**src/rtl/sit_pkg.sv**
```systemverilog
// Shared types and constants for the segment intersection test core.
// No dependencies; imported by every module under rtl.
package sit_pkg;

    // Default coordinate width of one endpoint field
    localparam int COORD_WIDTH_DEF = 16;

    // Coordinate differences formed in the first stage
    localparam int NUM_DIFF = 12;
    localparam int DIFF_AX  = 0;   // a2.x - a1.x
    localparam int DIFF_AY  = 1;   // a2.y - a1.y
    localparam int DIFF_B1X = 2;   // b1.x - a1.x
    localparam int DIFF_B1Y = 3;   // b1.y - a1.y
    localparam int DIFF_B2X = 4;   // b2.x - a1.x
    localparam int DIFF_B2Y = 5;   // b2.y - a1.y
    localparam int DIFF_BX  = 6;   // b2.x - b1.x
    localparam int DIFF_BY  = 7;   // b2.y - b1.y
    localparam int DIFF_A1X = 8;   // a1.x - b1.x
    localparam int DIFF_A1Y = 9;   // a1.y - b1.y
    localparam int DIFF_A2X = 10;  // a2.x - b1.x
    localparam int DIFF_A2Y = 11;  // a2.y - b1.y

    // Four orientation tests, each a pair of cross-product terms
    localparam int NUM_ORIENT = 4;
    localparam int NUM_PROD   = 2 * NUM_ORIENT;

    // Bounding-box containment of each endpoint in the other segment
    typedef struct packed {
        logic b1_on_a;
        logic b2_on_a;
        logic a1_on_b;
        logic a2_on_b;
    } box_flags_t;

endpackage

```
**src/rtl/sit_diff_stage.sv**
```systemverilog
// Stage one: endpoint differences and bounding-box checks, registered.
// Depends on sit_pkg.
module sit_diff_stage
    import sit_pkg::*;
#(
    parameter int COORD_WIDTH = COORD_WIDTH_DEF
)
(
    input  logic                                   clk,
    input  logic                                   rst_n,
    input  logic                                   valid_in,
    input  logic signed [COORD_WIDTH-1:0]          seg_a_x1,
    input  logic signed [COORD_WIDTH-1:0]          seg_a_y1,
    input  logic signed [COORD_WIDTH-1:0]          seg_a_x2,
    input  logic signed [COORD_WIDTH-1:0]          seg_a_y2,
    input  logic signed [COORD_WIDTH-1:0]          seg_b_x1,
    input  logic signed [COORD_WIDTH-1:0]          seg_b_y1,
    input  logic signed [COORD_WIDTH-1:0]          seg_b_x2,
    input  logic signed [COORD_WIDTH-1:0]          seg_b_y2,
    output logic                                   valid_out,
    output logic [NUM_DIFF-1:0][COORD_WIDTH:0]     diff_out,
    output box_flags_t                             box_out
);

    localparam int DW = COORD_WIDTH + 1;

    logic                            valid_reg;
    logic [NUM_DIFF-1:0][DW-1:0]     diff_reg;
    logic [NUM_DIFF-1:0][DW-1:0]     diff_next;
    box_flags_t                      box_reg;
    box_flags_t                      box_next;

    // Sign-extended difference, never overflows DW bits
    function automatic logic [DW-1:0] sub(input logic signed [COORD_WIDTH-1:0] p,
                                          input logic signed [COORD_WIDTH-1:0] q);
        sub = DW'(p) - DW'(q);
    endfunction

    // r within the closed interval spanned by p and q
    function automatic logic between(input logic signed [COORD_WIDTH-1:0] r,
                                     input logic signed [COORD_WIDTH-1:0] p,
                                     input logic signed [COORD_WIDTH-1:0] q);
        between = ((r >= p) && (r <= q)) || ((r >= q) && (r <= p));
    endfunction

    // Differences against a1 and b1
    always_comb
    begin
        diff_next[DIFF_AX]  = sub(seg_a_x2, seg_a_x1);
        diff_next[DIFF_AY]  = sub(seg_a_y2, seg_a_y1);
        diff_next[DIFF_B1X] = sub(seg_b_x1, seg_a_x1);
        diff_next[DIFF_B1Y] = sub(seg_b_y1, seg_a_y1);
        diff_next[DIFF_B2X] = sub(seg_b_x2, seg_a_x1);
        diff_next[DIFF_B2Y] = sub(seg_b_y2, seg_a_y1);
        diff_next[DIFF_BX]  = sub(seg_b_x2, seg_b_x1);
        diff_next[DIFF_BY]  = sub(seg_b_y2, seg_b_y1);
        diff_next[DIFF_A1X] = sub(seg_a_x1, seg_b_x1);
        diff_next[DIFF_A1Y] = sub(seg_a_y1, seg_b_y1);
        diff_next[DIFF_A2X] = sub(seg_a_x2, seg_b_x1);
        diff_next[DIFF_A2Y] = sub(seg_a_y2, seg_b_y1);
    end

    // Box checks for the collinear cases
    always_comb
    begin
        box_next.b1_on_a = between(seg_b_x1, seg_a_x1, seg_a_x2) &&
                           between(seg_b_y1, seg_a_y1, seg_a_y2);
        box_next.b2_on_a = between(seg_b_x2, seg_a_x1, seg_a_x2) &&
                           between(seg_b_y2, seg_a_y1, seg_a_y2);
        box_next.a1_on_b = between(seg_a_x1, seg_b_x1, seg_b_x2) &&
                           between(seg_a_y1, seg_b_y1, seg_b_y2);
        box_next.a2_on_b = between(seg_a_x2, seg_b_x1, seg_b_x2) &&
                           between(seg_a_y2, seg_b_y1, seg_b_y2);
    end

    // Valid bit
    always_ff @(posedge clk or negedge rst_n)
    begin
        if (!rst_n)
        begin
            valid_reg <= 1'b0;
        end
        else
        begin
            valid_reg <= valid_in;
        end
    end

    // Payload
    always_ff @(posedge clk)
    begin
        diff_reg <= diff_next;
        box_reg  <= box_next;
    end

    assign valid_out = valid_reg;
    assign diff_out  = diff_reg;
    assign box_out   = box_reg;

endmodule

```
**config.mk**
```make
export PLATFORM = sky130hd
export DESIGN_NAME = sit_diff_stage
export DESIGN_NICKNAME = d
export VERILOG_FILES = /design/src/rtl/sit_pkg.sv /design/src/rtl/sit_diff_stage.sv
export SDC_FILE = /design/constraint.sdc
export NUM_CORES = 1
export LEC_CHECK = 0
export BUFFER_PORTS_ARGS = -buffer_cell sky130_fd_sc_hd__clkbuf_2
export CORE_MARGIN = 2
export CORE_UTILIZATION = 50
export DETAILED_ROUTE_END_ITERATION = 8
export GPL_ROUTABILITY_DRIVEN = 0
export PLACE_DENSITY = 0.75
export SLEW_MARGIN = 20
export SYNTH_ARGS = -nofsm -noshare
export SYNTH_HDL_FRONTEND = slang
export SYNTH_SLANG_ARGS = --single-unit
```
**constraint.sdc**
```tcl
create_clock -name clk -period 0.8 [get_ports clk]
set_input_delay 0.16 -clock clk [delete_from_list [all_inputs] [get_ports clk]]
set_output_delay 0.16 -clock clk [all_outputs]
set_load 0.05 [all_outputs]
```
==> results of run 1 <==
-- stage by stage --
stage	setup WS, ns	hold slack [ns]	instance area [um2]
global placement	-1.64	-0.0655	22100
detailed placement	-1.68	-0.0634	22100
floorplan	-1.18	-0.136	15600
-- cells by family after synthesis --
| logic type | Yosys count |
|---|---|
| adder cells (fa/ha/maj) | 244 |
| flip-flops | 207 |
| multiplexers | 7 |
| AO/OA/AOI/OAI | 471 |
| AND/OR/NAND/NOR | 348 |
| XOR/XNOR | 155 |
| buffers and inverters | 205 |
-- cells in the mapped netlist (4+ instances only) --
master / n
o2111ai_1: 4
a31oi_1: 11
a31o_2: 5
nand4_1: 28
o21a_1: 32
o31ai_1: 4
xnor2_1: 116
a21o_1: 57
a21oi_1: 149
o21ai_0: 96
a21boi_0: 10
or3_1: 8
inv_1: 171
nand3_1: 30
o21bai_1: 18
a211o_1: 6
o211ai_1: 11
ha_1: 232
nand2_1: 62
buf_2: 5
xor2_1: 39
and3_1: 5
nand2b_1: 24
mux2_2: 4
nor3_1: 27
nor2b_1: 40
dfxtp_1: 206
o21ai_1: 13
and2_1: 8
a211oi_1: 15
clkbuf_1: 25
fa_1: 12
nor4_1: 5
nor2_1: 100
a32oi_1: 6
==> summary.txt, run 1 <==
Status
  – Status: stopped before the end
  – Err: [ERROR DPL-0038] Utilization greater than 100%, impossible to legalize
  – Fail Step: clock tree synthesis (4_1_cts)

Yosys
  – Synth unique cells: 70
  – Complex-gate fraction of the synthesized area: 0.209
  – Most area-hungry cell type in the Yosys netlist: dfxtp_1
  – FF+latch count, synth: 207
  – Warnings from Yosys: 0
  – Avg Synthesized Cell Area: 8.67 um2
  – Top cell type's share of synthesized area: 0.291
  – Synthesized instance count: 1637
  – Post-synth ARST share: 0.00483
  – Post-synthesis mux area share: 0.00529
  – Post-synth EDFFs: 0
  – Syn Std Cell Area: 14200 um2
  – Main synth FF type: dfxtp_1
  – Largest family of logic cells by synthesized area: adder cells
  – Register area share after synthesis: 0.292
  – Simple logic cell fraction of the synthesized area: 0.121
  – Area contributors post-synth: dfxtp_1 (29%), ha_1 (20%), xnor2_1 (7.2%)
  – Syn_nets: 2012
  – Adder-cell area share of the yosys netlist: 0.222
  – Xor-xnor portion of the synthesized cell area: 0.0957

Placement
  – Dpl cells: 2893
  – Dpl hpwl: 44400 um
  – Port Buffers: 339

Clock network
  – H-tree depth: 1
  – Maximum clock path buffer count: 3
  – Postcts setup bufs: 112
  – Clock Sinks: 207
  – Hold_buf cts: 9
  – Clock Root Buffer: clkbuf_16
  – Post-CTS sizing: 1043
  – Total CTS buffers: 24

Floorplanning
  – Top-Level Pins: 340
  – Initial core utilization: 0.509
  – Die height: 172 um
  – Row count: 61
  – Die width: 172 um
==> run 2, diff against run 1 <==
Settings changed: CORE_UTILIZATION 50 to 35, PLACE_DENSITY 0.75 to default, PLACE_DENSITY_LB_ADDON from default to 0.15.
==> summary.txt, run 2 <==
Status
  – Status: finished with violations
  – Failing checks: negative hold slack, negative setup slack

Clock network
  – Hold_buf cts: 7
  – H-tree depth: 1
  – Clock Root Buffer: clkbuf_16
  – CTS tree: done
  – Total CTS buffers: 26
  – Maximum clock path buffer count: 3
  – Clock Sinks: 207
  – Clk slew on worst S/H paths: 0.06 ns

Routing
  – Wirelength, routed: 61000 um
  – Drt via density: 5.05
  – Remaining DRCs: 0
  – DRT Pass-1 Iters: 5
  – Starting DRT DRC Count: 663
  – Vias post-DR: 16200
  – DRT antenna net count: 0
  – Routed len/inst: 19.1 um

Timing
  – Hold WS: -0.0460 ns
  – Final count of pins violating max slew: 0
  – Post-layout minimum cycle time: 1.76 ns
  – Period utilisation layout: 2.19
  – Setup TNS: -179.22 ns
  – Hold Violations, Final: 1
  – FMAX: 570 MHz
  – Setup-failing EPs final: 379
  – Worst Tran Pin Value: 0.439 ns
  – RSZ-0062 raised after global routing: yes
  – Relative slew slack: 0.706
  – Slack of the critical path: -0.955 ns

Yosys
  – Xor-xnor portion of the synthesized cell area: 0.0957
  – Adder-cell area share of the yosys netlist: 0.222
  – Syn Std Cell Area: 14200 um2
  – Main synth FF type: dfxtp_1
  – Simple logic cell fraction of the synthesized area: 0.121
  – Register area share after synthesis: 0.292
  – Area contributors post-synth: dfxtp_1 (29%), ha_1 (20%), xnor2_1 (7.2%)
  – Largest family of logic cells by synthesized area: adder cells
  – Post-synth EDFFs: 0
  – Synthesized instance count: 1637
  – Warnings from Yosys: 0
  – Most common cell in the netlist: ha_1
  – Synth unique cells: 70
  – Syn_nets: 2012
  – Most area-hungry cell type in the Yosys netlist: dfxtp_1
  – Top cell type's share of synthesized area: 0.291
  – Synth cell count leaders: ha_1 (232), dfxtp_1 (206), inv_1 (171)
  – Post-synthesis mux area share: 0.00529
  – FF+latch count, synth: 207
  – Avg Synthesized Cell Area: 8.67 um2
  – Post-synth ARST share: 0.00483
  – Complex-gate fraction of the synthesized area: 0.209

Floorplanning
  – Top-Level Pins: 340
  – Core area: 39800 um2
  – Row count: 73
  – Die width: 205 um
  – Die height: 205 um
  – DIE AREA: 42200 um2
  – Initial core utilization: 0.356

Hold path
  – Start point of the worst hold path: seg_b_y1[0]
  – Hold WC Path Type: in2reg
  – Hold path depth: 3

Critical path
  – Crit path depth: 13
  – Critical path fanouts, max: 6
  – Crit-path slowest cell: ha_1
  – CP cell instances: clkbuf_2, inv_1, ha_1, buf_4, a21oi_2, nor3_2, a211oi_2, a21oi_1, a21oi_2, o21ai_1, buf_4, xor2_1, a32oi_1
  – Crit path to: box_out[3]
  – Crit path from: seg_a_x1[12]
  – CP peak stage delay: 0.31 ns
  – CP Launch Type: input pin
  – Crit path arrival time: 2.23 ns
  – Worst Path Required: 1.27 ns
  – Critical path buffers and inverters: 4
  – CP top delay family: compound AO/OA/AOI/OAI gates
  – Element type at the critical path end: flop
  – Crit Path Category: in2reg

Final layout
  – Area grow syn2layout: 107%
  – Multi-input gate area: 12400 um2
  – Number of nets in the layout: 3033
  – Leading cell type in the layout, fill and taps excluded: buf_4
  – N_diodes: 0
  – Largest register FFs: 202
  – Sequential Area: 4430 um2
  – Commonest non-fill, non-tap cells in the layout: buf_4 (587), dfxtp_2 (193), ha_1 (159)
  – Final Cell Area: 29300 um2
  – Layout Cells excl Fill: 3202
  – FILL cells: 2600
  – Share of cells above drive strength 1: 0.656

Placement
  – Dpl cells: 3071
  – Area after DPL: 23500 um2
  – Dpl hpwl: 46600 um
  – Port Buffers: 339

Global route
  – Final global-route overflow total: 0
  – GRT Util Overall: 0.266
  – Largest net degree at the start of global routing: 15
  – Number of global-route vias before repair: 16700
  – First-pass GRT wire length: 86800 um
  – Initial antenna violation count: 0

Power and ir drop
  – Total chip power: 60100 uW
  – Power per cell area: 2050 nW/um2
  – VDD IR-drop max: 0.00188 V
  – Leakage: 0.0137 uW

Flow run
  – Max_cap viols: 0
[run 2: cell type report]
| cell class | count | share of cell area |
|---|---|---|
| clock inverter | 11 | 0.00559 |
| clock buffer | 36 | 0.0256 |
| timing repair buffer | 1026 | 0.345 |
| inverter | 172 | 0.0284 |
| sequential | 207 | 0.151 |
| multi-input combinational | 1225 | 0.421 |
| tap | 525 | 0.0224 |
[run 2: report_power, final]
group	internal [uW]	switching [uW]	total [uW]
sequential	13100	1800	14900
clock	7810	4880	12700
combinational	15600	16900	32600
[run 2: per-stage QoR]
| stage | utilization | worst slack [ns] |
|---|---|---|
| floorplan | - | -1.18 |
| global placement | 0.590 | -1.74 |
| detailed placement | 0.590 | -1.83 |
| CTS | 0.673 | -0.889 |
| global route | 0.736 | -0.999 |
| finish | 0.736 | -0.955 |
[run 2: repair_timing]
action / in CTS / in global routing
hold endpoints to repair: 8 / 1
pin swaps: 217 / 224
gates resized for setup: 387 / 973
endpoints found under the setup margin: 387 / 383
buffers inserted: 62 / 61
[run 2: kinds of logic after synthesis]
group | Yosys count
AO/OA/AOI/OAI | 471
XOR/XNOR | 155
adder cells (fa/ha/maj) | 244
buffers and inverters | 205
flip-flops | 207
multiplexers | 7
AND/OR/NAND/NOR | 348
[run 2: worst min-delay path by stage]
stage / to
finish: diff_out[187]
global placement: valid_out
detailed placement: valid_out
floorplan: valid_out
CTS: diff_out[187]
global route: diff_out[187]
[run 2: metal layers]
| metal | track usage | part of all wire | vias up |
|---|---|---|---|
| met5 | 0 | 0 | - |
| met4 | 0.0997 | 0.042 | 0 |
| met3 | 0.0326 | 0.049 | 141 |
| met2 | 0.507 | 0.53 | 479 |
| met1 | 0.299 | 0.38 | 7750 |
| li1 | - | - | 7788 |
(Power assumes the default switching activity.)
